--- src/sc2a_pkg.sv ---
package sc2a_pkg;

    typedef logic [6:0] char_t;

    typedef struct packed {
        logic [1:0]      last_idx;
        char_t [3:0]     chars;
    } job_t;

    localparam int QUEUE_DEPTH = 2;

    localparam logic [7:0] CODE_PREFIX      = 8'hE0;
    localparam logic [7:0] CODE_RELEASE_BIT = 8'h80;
    localparam logic [7:0] CODE_KEY_MASK    = 8'h7F;
    localparam logic [7:0] CODE_CTRL_MAKE   = 8'h1D;
    localparam logic [7:0] CODE_CTRL_BREAK  = 8'h9D;
    localparam logic [7:0] CODE_LSHIFT_MAKE = 8'h2A;
    localparam logic [7:0] CODE_RSHIFT_MAKE = 8'h36;
    localparam logic [7:0] CODE_LSHIFT_BRK  = 8'hAA;
    localparam logic [7:0] CODE_RSHIFT_BRK  = 8'hB6;
    localparam logic [7:0] CODE_UP          = 8'h48;
    localparam logic [7:0] CODE_DOWN        = 8'h50;
    localparam logic [7:0] CODE_RIGHT       = 8'h4D;
    localparam logic [7:0] CODE_LEFT        = 8'h4B;
    localparam logic [7:0] CODE_HOME        = 8'h47;
    localparam logic [7:0] CODE_END         = 8'h4F;
    localparam logic [7:0] CODE_DELETE      = 8'h53;
    localparam logic [7:0] CODE_PAGE_UP     = 8'h49;
    localparam logic [7:0] CODE_PAGE_DOWN   = 8'h51;
    localparam logic [7:0] TABLE_LEN        = 8'd59;

    localparam char_t CHAR_NUL     = 7'h00;
    localparam char_t CHAR_ESC     = 7'h1B;
    localparam char_t CHAR_BRACKET = 7'h5B;
    localparam char_t CHAR_TILDE   = 7'h7E;
    localparam char_t CHAR_LOWER_A = 7'h61;
    localparam char_t CHAR_LOWER_Z = 7'h7A;
    localparam char_t CASE_OFFSET  = 7'd32;
    localparam char_t CTRL_MASK    = 7'h1F;

    localparam char_t PLAIN_MAP [0:63] = '{
        7'h00, 7'h1B, 7'h31, 7'h32, 7'h33, 7'h34, 7'h35, 7'h36,
        7'h37, 7'h38, 7'h39, 7'h30, 7'h2D, 7'h3D, 7'h08, 7'h09,
        7'h71, 7'h77, 7'h65, 7'h72, 7'h74, 7'h79, 7'h75, 7'h69,
        7'h6F, 7'h70, 7'h5B, 7'h5D, 7'h0A, 7'h00, 7'h61, 7'h73,
        7'h64, 7'h66, 7'h67, 7'h68, 7'h6A, 7'h6B, 7'h6C, 7'h3B,
        7'h27, 7'h60, 7'h00, 7'h5C, 7'h7A, 7'h78, 7'h63, 7'h76,
        7'h62, 7'h6E, 7'h6D, 7'h2C, 7'h2E, 7'h2F, 7'h00, 7'h2A,
        7'h00, 7'h20, 7'h00, 7'h00, 7'h00, 7'h00, 7'h00, 7'h00
    };

    localparam char_t SHIFT_MAP [0:63] = '{
        7'h00, 7'h1B, 7'h21, 7'h40, 7'h23, 7'h24, 7'h25, 7'h5E,
        7'h26, 7'h2A, 7'h28, 7'h29, 7'h5F, 7'h2B, 7'h08, 7'h09,
        7'h51, 7'h57, 7'h45, 7'h52, 7'h54, 7'h59, 7'h55, 7'h49,
        7'h4F, 7'h50, 7'h7B, 7'h7D, 7'h0A, 7'h00, 7'h41, 7'h53,
        7'h44, 7'h46, 7'h47, 7'h48, 7'h4A, 7'h4B, 7'h4C, 7'h3A,
        7'h22, 7'h7E, 7'h00, 7'h7C, 7'h5A, 7'h58, 7'h43, 7'h56,
        7'h42, 7'h4E, 7'h4D, 7'h3C, 7'h3E, 7'h3F, 7'h00, 7'h2A,
        7'h00, 7'h20, 7'h00, 7'h00, 7'h00, 7'h00, 7'h00, 7'h00
    };

endpackage

--- src/sc2a_if.sv ---
interface sc2a_in_if;
    logic       valid;
    logic       ready;
    logic [7:0] scancode;

    modport source (output valid, output scancode, input ready);
    modport sink   (input valid, input scancode, output ready);
endinterface

interface sc2a_out_if;
    logic       valid;
    logic       ready;
    logic [6:0] character;
    logic       last;

    modport source (output valid, output character, output last, input ready);
    modport sink   (input valid, input character, input last, output ready);
endinterface

--- src/sc2a_front.sv ---
module sc2a_front
    import sc2a_pkg::*;
(
    input  logic             clk,
    input  logic             rst_n,
    sc2a_in_if.sink          codes,
    input  logic             queue_full,
    output logic             push,
    output job_t             push_job
);

    logic  shift_reg, shift_next;
    logic  ctrl_reg, ctrl_next;
    logic  ext_reg, ext_next;
    logic  accept;
    logic [7:0] code;
    char_t lookup;
    char_t upper;
    char_t ch;

    function automatic job_t escape3(input char_t final_ch);
        job_t j;
        j.last_idx = 2'd2;
        j.chars[0] = CHAR_ESC;
        j.chars[1] = CHAR_BRACKET;
        j.chars[2] = final_ch;
        j.chars[3] = CHAR_NUL;
        return j;
    endfunction

    function automatic job_t escape4(input char_t digit);
        job_t j;
        j.last_idx = 2'd3;
        j.chars[0] = CHAR_ESC;
        j.chars[1] = CHAR_BRACKET;
        j.chars[2] = digit;
        j.chars[3] = CHAR_TILDE;
        return j;
    endfunction

    assign codes.ready = !queue_full;
    assign accept      = codes.valid && codes.ready;
    assign code        = codes.scancode;

    always_comb
    begin
        lookup = shift_reg ? SHIFT_MAP[code[5:0]] : PLAIN_MAP[code[5:0]];
        upper  = (lookup >= CHAR_LOWER_A && lookup <= CHAR_LOWER_Z)
                 ? lookup - CASE_OFFSET : lookup;
        ch     = (ctrl_reg && upper[6:5] == 2'b10) ? (upper & CTRL_MASK) : lookup;
    end

    always_comb
    begin
        shift_next = shift_reg;
        ctrl_next  = ctrl_reg;
        ext_next   = ext_reg;
        push       = 1'b0;
        push_job   = '0;
        push_job.chars[0] = ch;
        if (accept)
        begin
            if (code == CODE_PREFIX)
            begin
                ext_next = 1'b1;
            end
            else if (ext_reg)
            begin
                ext_next = 1'b0;
                if ((code & CODE_RELEASE_BIT) != 8'd0)
                begin
                    if ((code & CODE_KEY_MASK) == CODE_CTRL_MAKE)
                        ctrl_next = 1'b0;
                end
                else
                begin
                    unique case (code)
                        CODE_UP:        begin push = 1'b1; push_job = escape3(7'h41); end
                        CODE_DOWN:      begin push = 1'b1; push_job = escape3(7'h42); end
                        CODE_RIGHT:     begin push = 1'b1; push_job = escape3(7'h43); end
                        CODE_LEFT:      begin push = 1'b1; push_job = escape3(7'h44); end
                        CODE_HOME:      begin push = 1'b1; push_job = escape3(7'h48); end
                        CODE_END:       begin push = 1'b1; push_job = escape3(7'h46); end
                        CODE_DELETE:    begin push = 1'b1; push_job = escape4(7'h33); end
                        CODE_PAGE_UP:   begin push = 1'b1; push_job = escape4(7'h35); end
                        CODE_PAGE_DOWN: begin push = 1'b1; push_job = escape4(7'h36); end
                        CODE_CTRL_MAKE: ctrl_next = 1'b1;
                        default:        ;
                    endcase
                end
            end
            else if (code == CODE_LSHIFT_MAKE || code == CODE_RSHIFT_MAKE)
            begin
                shift_next = 1'b1;
            end
            else if (code == CODE_LSHIFT_BRK || code == CODE_RSHIFT_BRK)
            begin
                shift_next = 1'b0;
            end
            else if (code == CODE_CTRL_MAKE)
            begin
                ctrl_next = 1'b1;
            end
            else if (code == CODE_CTRL_BREAK)
            begin
                ctrl_next = 1'b0;
            end
            else if (code < TABLE_LEN && lookup != CHAR_NUL)
            begin
                push = 1'b1;
            end
        end
    end

    always_ff @(posedge clk or negedge rst_n)
    begin
        if (!rst_n)
        begin
            shift_reg <= 1'b0;
            ctrl_reg  <= 1'b0;
            ext_reg   <= 1'b0;
        end
        else
        begin
            shift_reg <= shift_next;
            ctrl_reg  <= ctrl_next;
            ext_reg   <= ext_next;
        end
    end

    a_escape_shape: assert property (@(posedge clk) disable iff (!rst_n)
        push && push_job.last_idx != 2'd0 |-> push_job.chars[0] == CHAR_ESC)
        else $error("multi-character transaction without escape lead");

endmodule

--- src/sc2a_queue.sv ---
module sc2a_queue
    import sc2a_pkg::*;
#(
    parameter int DEPTH = QUEUE_DEPTH
)
(
    input  logic  clk,
    input  logic  rst_n,
    input  logic  push,
    input  job_t  push_job,
    output logic  full,
    input  logic  pop,
    output job_t  head_job,
    output logic  empty
);

    localparam int PtrW = (DEPTH > 1) ? $clog2(DEPTH) : 1;
    localparam int CntW = $clog2(DEPTH + 1);

    job_t            slots [DEPTH];
    logic [PtrW-1:0] wr_ptr_reg, wr_ptr_next;
    logic [PtrW-1:0] rd_ptr_reg, rd_ptr_next;
    logic [CntW-1:0] count_reg, count_next;

    assign full     = (count_reg == CntW'(DEPTH));
    assign empty    = (count_reg == '0);
    assign head_job = slots[rd_ptr_reg];

    always_comb
    begin
        wr_ptr_next = wr_ptr_reg;
        rd_ptr_next = rd_ptr_reg;
        count_next  = count_reg;
        if (push)
            wr_ptr_next = (wr_ptr_reg == PtrW'(DEPTH - 1)) ? '0 : wr_ptr_reg + 1'b1;
        if (pop)
            rd_ptr_next = (rd_ptr_reg == PtrW'(DEPTH - 1)) ? '0 : rd_ptr_reg + 1'b1;
        if (push && !pop)
            count_next = count_reg + 1'b1;
        else if (pop && !push)
            count_next = count_reg - 1'b1;
    end

    always_ff @(posedge clk)
    begin
        if (push)
            slots[wr_ptr_reg] <= push_job;
    end

    always_ff @(posedge clk or negedge rst_n)
    begin
        if (!rst_n)
        begin
            wr_ptr_reg <= '0;
            rd_ptr_reg <= '0;
            count_reg  <= '0;
        end
        else
        begin
            wr_ptr_reg <= wr_ptr_next;
            rd_ptr_reg <= rd_ptr_next;
            count_reg  <= count_next;
        end
    end

    a_no_overflow: assert property (@(posedge clk) disable iff (!rst_n)
        full |-> !push)
        else $error("push into full queue");

    a_no_underflow: assert property (@(posedge clk) disable iff (!rst_n)
        empty |-> !pop)
        else $error("pop from empty queue");

endmodule

--- src/sc2a_back.sv ---
module sc2a_back
    import sc2a_pkg::*;
(
    input  logic       clk,
    input  logic       rst_n,
    input  logic       empty,
    input  job_t       head_job,
    output logic       pop,
    sc2a_out_if.source chars
);

    job_t       job_reg;
    logic [1:0] idx_reg, idx_next;
    logic       busy_reg, busy_next;
    logic       fire;
    logic       at_last;

    assign at_last         = (idx_reg == job_reg.last_idx);
    assign fire            = chars.valid && chars.ready;
    assign chars.valid     = busy_reg;
    assign chars.character = job_reg.chars[idx_reg];
    assign chars.last      = at_last;

    always_comb
    begin
        pop       = 1'b0;
        idx_next  = idx_reg;
        busy_next = busy_reg;
        if (!busy_reg || (fire && at_last))
        begin
            pop       = !empty;
            busy_next = !empty;
            idx_next  = 2'd0;
        end
        else if (fire)
        begin
            idx_next = idx_reg + 2'd1;
        end
    end

    always_ff @(posedge clk)
    begin
        if (pop)
            job_reg <= head_job;
    end

    always_ff @(posedge clk or negedge rst_n)
    begin
        if (!rst_n)
        begin
            busy_reg <= 1'b0;
            idx_reg  <= 2'd0;
        end
        else
        begin
            busy_reg <= busy_next;
            idx_reg  <= idx_next;
        end
    end

    a_idx_in_run: assert property (@(posedge clk) disable iff (!rst_n)
        busy_reg |-> idx_reg <= job_reg.last_idx)
        else $error("character index past end of run");

endmodule

--- src/scancode_to_ascii_translator.sv ---
// Scan code set 1 to ASCII translator. Each input transaction is one raw scan code byte;
// each output transaction is one character, with last marking the final character of
// the run that byte produced (one character, a three- or four-character escape
// sequence, or nothing). A front stage tracks shift, ctrl and the extended prefix and
// accepts one byte per cycle until the queue is full; a queue of QUEUE_DEPTH runs feeds
// a back stage that sends one character per cycle while the output is ready. Bytes that
// emit at most one character stream at one per cycle; an escape key holds the output for
// its three or four characters. A run is held in a queue slot, then in the back's job_reg.
module scancode_to_ascii_translator
    import sc2a_pkg::*;
#(
    parameter int QUEUE_DEPTH = sc2a_pkg::QUEUE_DEPTH
)
(
    input  logic     clk,
    input  logic     rst_n,
    sc2a_in_if.sink  codes,
    sc2a_out_if.source chars
);

    logic push;
    logic pop;
    logic full;
    logic empty;
    job_t push_job;
    job_t head_job;

    sc2a_front u_front (
        .clk        (clk),
        .rst_n      (rst_n),
        .codes      (codes),
        .queue_full (full),
        .push       (push),
        .push_job   (push_job)
    );

    sc2a_queue #(
        .DEPTH (QUEUE_DEPTH)
    ) u_queue (
        .clk      (clk),
        .rst_n    (rst_n),
        .push     (push),
        .push_job (push_job),
        .full     (full),
        .pop      (pop),
        .head_job (head_job),
        .empty    (empty)
    );

    sc2a_back u_back (
        .clk      (clk),
        .rst_n    (rst_n),
        .empty    (empty),
        .head_job (head_job),
        .pop      (pop),
        .chars    (chars)
    );

endmodule
--- src/flat_wrapper.sv ---
// flat-port wrapper written by rule: the top's interface ports become plain ports
module scancode_to_ascii_translator_flat import sc2a_pkg::*;
#(
    parameter int QUEUE_DEPTH = sc2a_pkg::QUEUE_DEPTH
)
  (clk, rst_n, codes_valid, codes_scancode, codes_ready, chars_valid, chars_character, chars_last, chars_ready);
  sc2a_in_if codes_i ();
  sc2a_out_if chars_i ();
  input  logic clk;
  input  logic rst_n;
  input wire logic [$bits(codes_i.valid)-1:0] codes_valid;
  input wire logic [$bits(codes_i.scancode)-1:0] codes_scancode;
  output wire logic [$bits(codes_i.ready)-1:0] codes_ready;
  output wire logic [$bits(chars_i.valid)-1:0] chars_valid;
  output wire logic [$bits(chars_i.character)-1:0] chars_character;
  output wire logic [$bits(chars_i.last)-1:0] chars_last;
  input wire logic [$bits(chars_i.ready)-1:0] chars_ready;
  assign codes_i.valid = codes_valid;
  assign codes_i.scancode = codes_scancode;
  assign codes_ready = codes_i.ready;
  assign chars_valid = chars_i.valid;
  assign chars_character = chars_i.character;
  assign chars_last = chars_i.last;
  assign chars_i.ready = chars_ready;
  scancode_to_ascii_translator #(.QUEUE_DEPTH(QUEUE_DEPTH)) u_core (.clk(clk), .rst_n(rst_n), .codes(codes_i), .chars(chars_i));
endmodule
--- config.mk ---
export PLATFORM = sky130hd
export DESIGN_NAME = scancode_to_ascii_translator_flat
export DESIGN_NICKNAME = d
export VERILOG_FILES = /design/src/sc2a_pkg.sv /design/src/sc2a_if.sv /design/src/sc2a_front.sv /design/src/sc2a_queue.sv /design/src/sc2a_back.sv /design/src/scancode_to_ascii_translator.sv /design/src/flat_wrapper.sv
export SDC_FILE = /design/constraint.sdc
export NUM_CORES = 1
export LEC_CHECK = 0
export ABC_AREA = 1
export BUFFER_PORTS_ARGS = -buffer_cell sky130_fd_sc_hd__buf_2
export CAP_MARGIN = 20
export CORE_ASPECT_RATIO = 1.75
export CORE_UTILIZATION = 30
export CTS_BUF_LIST = sky130_fd_sc_hd__clkbuf_8
export DETAILED_ROUTE_END_ITERATION = 12
export PLACE_DENSITY = 0.54
export SLEW_MARGIN = 10
export SYNTH_ARGS = -nofsm -noshare
export SYNTH_HDL_FRONTEND = slang
export SYNTH_HIERARCHICAL = 1
export SYNTH_SLANG_ARGS = --single-unit
--- constraint.sdc ---
create_clock -name clk -period 6.75 [get_ports clk]
set_input_delay 1.35 -clock clk [delete_from_list [all_inputs] [get_ports clk]]
set_output_delay 1.35 -clock clk [all_outputs]
set_load 0.1 [all_outputs]
==> qor.csv, run 1 <==
stage,metric,value,unit
timing,worst_pin_slew,966,ps
grt,grt_usage,14.5,%
run_status,status,completed,
die,initial_utilization,30.5,%
grt,grt_pass1_vias,4005,
die,fp-row-count,67,
critical_path,slowest_stage,buf_2,
critical_path,cp_max_fo,35,
clocking,path_clk_slew,90,ps
cells_and_area,finalCoreUtilization,32.5,%
clocking,htreeDepth,3,
critical_path,r2r_start,u_core/u_back/idx_reg[0],
synth,synth-seq-cells,100,
power_and_ir_drop,p_comb_share,40.3,%
critical_path,reg2reg_setup_slack,3950,ps
cells_and_area,fin_nets,609,
critical_path,crit_path_start_kind,primary input,
cells_and_area,syn_to_final_growth,6.62,%
power_and_ir_drop,seqPwrFrac,40.2,%
drt,drt-wirelength-per-cell,16.4,microns
cells_and_area,fin_area,6210,sq um
cells_and_area,multi_input_area,2350,sq um
critical_path,worstPathArrival,4210,ps
critical_path,worstReg2RegEnd,u_core/u_queue/count_reg[1],
timing,rsz0062_at_grt,false,
synth,yosys_warnings,6,
placement,routabilityCongestion,1.03,
clocking,clock-sinks,100,
timing,maxSlewViolCount,0,
clocking,ctsResizeCount,0,
power_and_ir_drop,p_leak,0.00242,uW
clocking,cts_tree,yes,
power_and_ir_drop,p_clk_share,19.5,%
drt,antenna_left,0,
critical_path,worstRegToRegCells,10,
power_and_ir_drop,internal-power,1240,uW
clocking,cts.path.max_buffers,2,
critical_path,max_stage_delay,540,ps
cells_and_area,largest_reg_flops,60,
timing,fin_setup_tns,0,ps
clocking,clock_latency,360,ps
drt,drt-vias-per-instance,4.80,
die,die_w,107,microns
drt,routed_wl,13600,microns
placement,pre_cts_ws,2200,ps
synth,synth-edff-count,90,
timing,hold_violations,0,
synth,synth_seq_area_share,50.7,%
timing,setup_viol,0,
worst_hold_path,worstHoldPathCells,2,
worst_hold_path,holdPathEnd,u_core/u_queue/count_reg[1],
placement,place_hpwl,10600,microns
grt,antenna_found_initial,0,
power_and_ir_drop,p_per_area,346,nW/um^2
power_and_ir_drop,p_sw_share,42.4,%
worst_hold_path,min_path_type,flip-flop to flip-flop,
clocking,cts_post_setup_buffers_inserted,0,
die,core,19100,sq um
drt,via_count,3977,
critical_path,crit_required,6770,ps
worst_hold_path,hp-start,u_core/u_queue/count_reg[1],
cells_and_area,layout-drive-gt1-share,24.7,%
timing,layout_min_cycle_time,4190,ps
timing,whs,513,ps
die,ioPinCount,22,
power_and_ir_drop,switching_power,909,uW
critical_path,cp-end-kind,flip-flop,
power_and_ir_drop,max-vdd-ir-drop,0.000563,V
cells_and_area,antenna_cells,0,
run,max-cap-violations,0,
drt,drt_first_pass_iters,4,
timing,period_share,62.1,%
clocking,cts-root-buf,clkbuf_8,
synth,synth_cell_types,50,
drt,route.detailed.drc,0,
placement,dpl_cell_area,5980,sq um
cells_and_area,fillerInstances,1945,
die,fp.dieH,186,microns
synth,synthFlopType,edfxtp_1,
cells_and_area,regArea,2950,sq um
timing,clock_skew,13.6,ps
timing,clock.fmax,0.239,GHz
critical_path,cp_cell_sequence,"buf_2, inv_4, nor2_1, inv_1, nor3_1, a31oi_1, a211oi_2, buf_4, nor2_2, o21ai_2, inv_1, nor2_2, buf_4",
clocking,numCtsBuffers,9,
clocking,cts_hold_buf,0,
critical_path,critPathKind,primary input to flip-flop,
drt,first_iter_violations,191,
grt,grt_max_degree,36,
synth,synth_area_per_cell,10.1,sq um
grt,grt_first_pass_wirelength,21500,microns
synth,syn_area,5820,sq um
grt,grt-ovfl-total,0,
placement,portBuffers,21,
die,die_area,20000,sq um
synth,synthArstFlopShare,10.0,%
synth,syn_inst,578,
timing,fin_ws,2560,ps
timing,relSlewSlack,35.4,%
==> through the flow <==
step / power, uW / instances
2_1_floorplan: 1620 / 580
3_5_place_dp: 1750 / 812
5_1_grt: 2250 / 828
4_1_cts: 2170 / 828
3_3_place_gp: 1740 / 812
6_report: 2150 / 828
==> synth_stat cells, drive strengths merged (3+ instances only) <==
library cell | number | area share, %
nor2 | 59 | 4.9
a31oi | 3 | 0.32
a21oi | 13 | 1.2
edfxtp | 90 | 46
ha | 15 | 3.2
nand3 | 47 | 4.4
o21ai | 28 | 2.7
inv | 58 | 4.0
buf | 34 | 5.1
nand2 | 146 | 10
mux2 | 30 | 5.8
nor3 | 11 | 1.5
xor2 | 3 | 0.45
dfrtp | 10 | 4.3
nand4 | 6 | 0.64
o22ai | 8 | 1.6
==> power by group through the flow <==
stage               Combinational (uW)  Sequential (uW)  Clock [uW]
floorplan                          773              850           0
global placement                   864              876           0
detailed placement                 870              880           0
CTS                                873              865         430
global route                       925              875         449
finish                             865              863         419
==> how the worst max path moves through the flow <==
| stage | start | depth (start not counted) | endpoint | slack (ps) |
|---|---|---|---|---|
| finish | codes_scancode[3] | 13 | u_core/u_queue/slots[0][20] | 2560 |
| global route | codes_scancode[3] | 13 | u_core/u_queue/slots[0][13] | 2260 |
| CTS | codes_scancode[3] | 13 | u_core/u_queue/slots[0][20] | 2600 |
| detailed placement | codes_scancode[3] | 13 | u_core/u_queue/slots[0][25] | 2200 |
| global placement | codes_scancode[3] | 13 | u_core/u_queue/slots[0][12] | 2300 |
| floorplan | codes_scancode[1] | 11 | u_core/u_queue/slots[0][0] | 1950 |
==> cells in the final DEF (no fill, tap or decap), types with 3 or more instances in the layout <==
master,instances
o22ai_2,7
o21ai_0,17
buf_2,21
o21ai_1,7
nor3_1,7
nor2_1,37
a21oi_1,11
edfxtp_1,90
mux2_2,30
nand4_1,6
nand2_1,134
nand2_4,5
ha_1,15
o21ai_2,4
buf_4,4
conb_1,3
inv_1,44
inv_2,11
a31oi_1,3
nor2_2,20
xor2_1,3
nand2_2,7
inv_6,3
nand3_1,44
dfrtp_1,10
clkbuf_8,9
==> final cells by class <==
class	instances	area share, %
Timing Repair Buffer	25	2.18
Sequential cell	100	47.6
Tap cell	241	4.86
Inverter	59	3.81
Multi-Input combinational cell	387	37.9
Clock inverter	7	1.69
Clock buffer	9	2.00
==> cells by family (layout without fill, tap and decap cells) <==
group / Yosys count / in the layout / synth area share, %
other: 1 / 3 / 0.0644
AOI/OAI and AO/OA: 61 / 61 / 7.20
xor gates and xnor gates: 4 / 4 / 0.602
adders and majority gates: 15 / 15 / 3.22
DFF: 100 / 100 / 50.7
muxes: 30 / 30 / 5.80
and+or+nand+nor: 274 / 274 / 23.2
buffers and inverters: 93 / 100 / 9.18
==> critical path: cells and delay by family <==
| family | cells | cell delay, ps |
|---|---|---|
| AOI/OAI and AO/OA | 3 | 480 |
| buffers and inverters | 6 | 1580 |
| and+or+nand+nor | 4 | 740 |
==> routing by layer <==
metal,share of wire [%],GRT usage [%],wire length (microns)
met5,0,0,0
met4,7.1,11.5,969
met3,2.5,1.78,339
met2,54,27.5,7340
met1,36,14.0,4930
Power figures use the tool's default switching activity.
==> run 2: changes to the inputs <==
Settings changed: PLACE_DENSITY 0.54 to 0.55.
Clock period 6.75 ns to 3.5 ns, I/O delays scaled along.
==> qor.csv, run 2 (same netlist as run 1, synthesis figures left out) <==
stage,metric,value,unit
run_status,status,completed,
grt,grt_usage,15.3,%
cells_and_area,largest_reg_flops,60,
critical_path,slowest_stage,ha_1,
clocking,ctsResizeCount,0,
timing,hold_violations,0,
timing,layout_min_cycle_time,3100,ps
placement,portBuffers,21,
grt,grt_first_pass_wirelength,23000,microns
die,fp-row-count,67,
timing,whs,207,ps
drt,antenna_left,0,
cells_and_area,antenna_cells,0,
critical_path,critPathBufInv,5,
critical_path,critPathKind,primary input to flip-flop,
critical_path,cp_max_fo,6,
clocking,clock-sinks,100,
cells_and_area,fin_nets,633,
worst_hold_path,min_path_type,primary input to async pin,
die,initial_utilization,30.5,%
timing,clock.fmax,0.323,GHz
drt,drt_first_pass_iters,4,
grt,grt_pass1_vias,4336,
cells_and_area,regArea,2950,sq um
die,die_area,20000,sq um
power_and_ir_drop,p_leak,0.00256,uW
drt,drt-wirelength-per-cell,16.7,microns
drt,first_iter_violations,210,
timing,rsz0062_at_grt,false,
placement,routabilityCongestion,0.982,
run,max-cap-violations,0,
power_and_ir_drop,p_per_area,668,nW/um^2
cells_and_area,final_cell_mix,"nand2_1, edfxtp_1, inv_1, nand3_1, nor2_1",
clocking,cts_post_setup_buffers_inserted,0,
power_and_ir_drop,total_power,4320,uW
grt,antenna_found_initial,0,
clocking,path_clk_slew,90,ps
timing,fin_setup_tns,0,ps
grt,grt_max_degree,32,
drt,drt-vias-per-instance,4.88,
cells_and_area,multi_input_area,2360,sq um
clocking,htreeDepth,3,
die,core,19100,sq um
cells_and_area,layout_commonest_cell,nand2_1,
die,ioPinCount,22,
cells_and_area,syn_to_final_growth,11.0,%
timing,worst_pin_slew,658,ps
cells_and_area,fillerInstances,1969,
clocking,numCtsBuffers,9,
critical_path,cpMostUsedCell,nand2_1,
timing,relSlewSlack,56.1,%
critical_path,path_delay_family,simple AND/OR/NAND/NOR gates,
critical_path,crit_required,3750,ps
placement,place_hpwl,10900,microns
clocking,cts_tree,yes,
drt,route.detailed.drc,0,
critical_path,cp_cell_sequence,"buf_2, inv_1, ha_1, inv_1, nand2_1, nand3_1, nand3_1, nand2_1, nand2_1, nand2_1, nor2_2, nor2_1, nand2_1, nor3_1, o21ai_2, buf_4, ha_1, inv_1, nand3_1, nand2_1, nand2_1",
clocking,cts-root-buf,clkbuf_8,
critical_path,max_stage_delay,370,ps
clocking,clock_latency,350,ps
cells_and_area,fin_area,6460,sq um
placement,dpl_cell_area,6200,sq um
timing,period_share,88.5,%
drt,via_count,4158,
critical_path,worstPathArrival,3350,ps
clocking,cts.path.max_buffers,2,
drt,routed_wl,14200,microns
die,die_w,107,microns
critical_path,cp-end-kind,flip-flop,
timing,maxSlewViolCount,0,
cells_and_area,layout-drive-gt1-share,27.3,%
critical_path,crit_path_start_kind,primary input,
clocking,cts_hold_buf,0,
timing,clock_skew,9.41,ps
grt,grt-ovfl-total,0,
timing,setup_viol,0,
power_and_ir_drop,max-vdd-ir-drop,0.000623,V
die,fp.dieH,186,microns
==> run 2: report_power, final <==
| group | total, uW | internal, uW | leakage [uW] | switching (uW) |
|---|---|---|---|---|
| Sequential | 1670 | 1530 | 0.000894 | 138 |
| Combinational | 1730 | 486 | 0.00154 | 1250 |
| Clock | 919 | 547 | 0.000134 | 372 |
==> run 2: worst paths after layout <==
path / from / endpoint / slack [ps] / depth (start not counted)
setup / recovery: codes_scancode[1] / u_core/u_queue/count_reg[1] / 400 / 21
hold / removal: rst_n / u_core/u_front/ctrl_reg / 210 / 1
setup reg to reg: u_core/u_front/shift_reg / u_core/u_queue/count_reg[1] / 770 / 15
hold reg to reg: u_core/u_queue/count_reg[1] / u_core/u_queue/count_reg[1] / 520 / 2
max in group asynchronous: rst_n / u_core/u_queue/rd_ptr_reg / 3080 / 1
min in group clk: u_core/u_queue/count_reg[1] / u_core/u_queue/count_reg[1] / 520 / 2
==> run 2: through the flow <==
stage / cells / utilization [%] / worst slack, ps
2_1_floorplan: 580 / - / 48.2
3_3_place_gp: 836 / 32.4 / 20.3
3_5_place_dp: 836 / 32.4 / 17.1
4_1_cts: 852 / 33.8 / 399
5_1_grt: 852 / 33.8 / 215
6_report: 852 / 33.8 / 402
==> run 2: routing by layer <==
metal	share of wire, %	track usage, %	wire, microns
met3	3.2	1.99	449
met1	36	15.1	5140
met5	0	0	0
met2	54	28.9	7760
met4	6.3	11.0	897
==> run 2: final cells by class <==
| cell class | instances | share of cell area, % |
|---|---|---|
| tap | 241 | 4.67 |
| sequential | 100 | 45.7 |
| timing repair buffer | 49 | 5.46 |
| clock buffer | 9 | 1.92 |
| inverter | 59 | 3.66 |
| clock inverter | 7 | 2.15 |
| multi-input combinational | 387 | 36.5 |
==> run 2: worst reg2reg max path, stage by stage (launching register included) <==
cell and delay [ps]:
dfrtp_1 560, inv_1 250, nor2_1 230, nand2_1 80, nand3_1 150, nand2_1 90, nor2_1 100, nand2_1 70
nor3_1 270, o21ai_2 110, buf_4 150, ha_1 310, inv_1 80, nand3_1 70, nand2_1 60, nand2_1 40
==> run 3: changes to the inputs <==
Settings changed: CORE_UTILIZATION 30 to 59, PLACE_DENSITY 0.55 to 0.89.
==> qor.csv, run 3 (same netlist as run 1, synthesis figures left out) <==
stage,metric,value,unit
clocking,cts-root-buf,clkbuf_8,
placement,routabilityCongestion,1.02,
clocking,cts.path.max_buffers,2,
cells_and_area,final_cell_mix,"nand2_1, edfxtp_1, buf_4, inv_1, nand3_1",
drt,top_layer,met4,
drt,routed_wl,14100,microns
timing,rsz0062_at_grt,false,
run,max-cap-violations,0,
clocking,cts_post_setup_buffers_inserted,0,
power_and_ir_drop,p_per_area,650,nW/um^2
die,fp-row-count,47,
clocking,clock-sinks,100,
drt,drt-wirelength-per-cell,18.6,microns
timing,clock.fmax,0.322,GHz
timing,period_share,88.7,%
critical_path,crit_required,3500,ps
grt,grt_max_degree,32,
grt,grt_first_pass_wirelength,21300,microns
placement,portBuffers,21,
critical_path,r2r_start,u_core/u_front/shift_reg,
timing,setup_viol,0,
timing,clock_skew,15.5,ps
drt,wl_met3,477,microns
drt,drt_first_pass_iters,5,
die,die_area,10300,sq um
critical_path,worstPathArrival,3110,ps
drt,via_count,4312,
clocking,cts_tree,yes,
cells_and_area,layout_commonest_cell,nand2_1,
die,die_w,77.1,microns
timing,maxSlewViolCount,0,
critical_path,critPathKind,primary input to flip-flop,
cells_and_area,largest_reg_flops,60,
critical_path,cp_cell_sequence,"buf_2, buf_4, ha_1, buf_4, inv_1, nor2_1, nand2_1, inv_1, a2111oi_0, nand3_1, o21ai_2, inv_1, nor2_4",
drt,drt-vias-per-instance,5.71,
timing,layout_min_cycle_time,3110,ps
timing,relSlewSlack,55.3,%
clocking,ctsResizeCount,0,
critical_path,path_delay_family,simple AND/OR/NAND/NOR gates,
timing,hold_violations,0,
drt,first_iter_violations,176,
critical_path,reg2reg_setup_slack,890,ps
die,fp.dieH,133,microns
cells_and_area,final_cells,755,
drt,antenna_left,0,
grt,grt-ovfl-total,0,
power_and_ir_drop,p_leak,0.00262,uW
critical_path,crit_cells,13,
clocking,path_clk_slew,100,ps
drt,wl_met2,7800,microns
cells_and_area,fin_nets,655,
critical_path,cp-end-kind,flip-flop,
critical_path,cp_max_fo,15,
critical_path,max_stage_delay,430,ps
grt,grt_usage,27.9,%
grt,grt_pass1_vias,4357,
critical_path,worstReg2RegEnd,u_core/u_queue/count_reg[1],
clocking,cts_hold_buf,0,
critical_path,cpMostUsedCell,inv_1,
die,ioPinCount,22,
placement,dp.cells,737,
drt,wl_met1,4520,microns
cells_and_area,syn_to_final_growth,9.93,%
critical_path,slowest_stage,nor2_4,
critical_path,worstRegToRegCells,15,
cells_and_area,antenna_cells,0,
drt,route.detailed.drc,0,
timing,fin_setup_tns,0,ps
power_and_ir_drop,max-vdd-ir-drop,0.000871,V
clocking,htreeDepth,3,
clocking,clock_latency,370,ps
grt,antenna_found_initial,0,
cells_and_area,layout-drive-gt1-share,30.2,%
clocking,numCtsBuffers,9,
run_status,status,completed,
timing,worst_pin_slew,671,ps
critical_path,crit_path_start_kind,primary input,
placement,place_hpwl,10800,microns
cells_and_area,finalCoreUtilization,67.2,%
worst_hold_path,min_path_type,primary input to async pin,
die,core,9530,sq um
die,initial_utilization,61.1,%
critical_path,critPathBufInv,6,
## run 3: cell count changes in the layout (fill, tap and decap cells not counted), moves of 2 or more
cell / delta
bufinv_16: -3
buf_4: +22
clkinvlp_4: +3
clkinv_2: +3
buf_12: -2
## run 3: report_power, final
| group | internal [uW] | switching [uW] | leakage [uW] |
|---|---|---|---|
| combinational | 528 | 1230 | 0.00164 |
| sequential | 1530 | 172 | 0.000894 |
| clock | 326 | 376 | 0.0000910 |
| total | 2380 | 1770 | 0.00262 |
## run 3: worst reg2reg max path, cell delays in order, from the launching register on
cell and delay, ps:
dfrtp_1 550, inv_1 240, nor2_1 190, nand2_1 70, nand3_1 100, nand2_1 100
nor2_1 90, nand2_1 70, nor3_1 200, o21ai_2 90, buf_4 160, ha_1 320
inv_1 90, nand3_1 80, nand2_1 60, nand2_1 80
## run 3: worst max path at each step
stage	from	end	slack [ps]
floorplan	codes_scancode[1]	u_core/u_queue/slots[1][0]	50
global placement	codes_scancode[0]	u_core/u_queue/slots[0][24]	30
detailed placement	codes_scancode[0]	u_core/u_queue/slots[0][24]	-110
CTS	codes_scancode[0]	u_core/u_queue/slots[0][10]	240
global route	codes_scancode[1]	u_core/u_queue/count_reg[1]	110
finish	codes_scancode[0]	u_core/u_queue/slots[0][4]	390
## run 3: per-stage QoR
stage | total power [uW] | worst slack, ps | area, sq um | hold WS [ps]
final | 4160 | 394 | 6400 | 175
after global routing | 4320 | 110 | 6400 | 187
after CTS | 4100 | 239 | 6360 | 178
after detailed placement | 3420 | -115 | 6170 | 518
after global placement | 3360 | 28.4 | 6170 | 476
after floorplan | 3130 | 48.2 | 5840 | 404
## run 3: layout make-up
type	count	area [sq um]
clock buffers	9	124
clock inverters	7	67.6
fillers	714	3130
inverters	59	236
multi-input cells	388	2360
flip-flops and latches	100	2950
well taps	122	153
repair buffers	70	505
## run 3: routing by layer
metal,vias up,global-route usage (%)
li1,2039,-
met1,2029,24.7
met2,170,53.5
met3,74,3.01
met4,0,25.4
met5,-,0
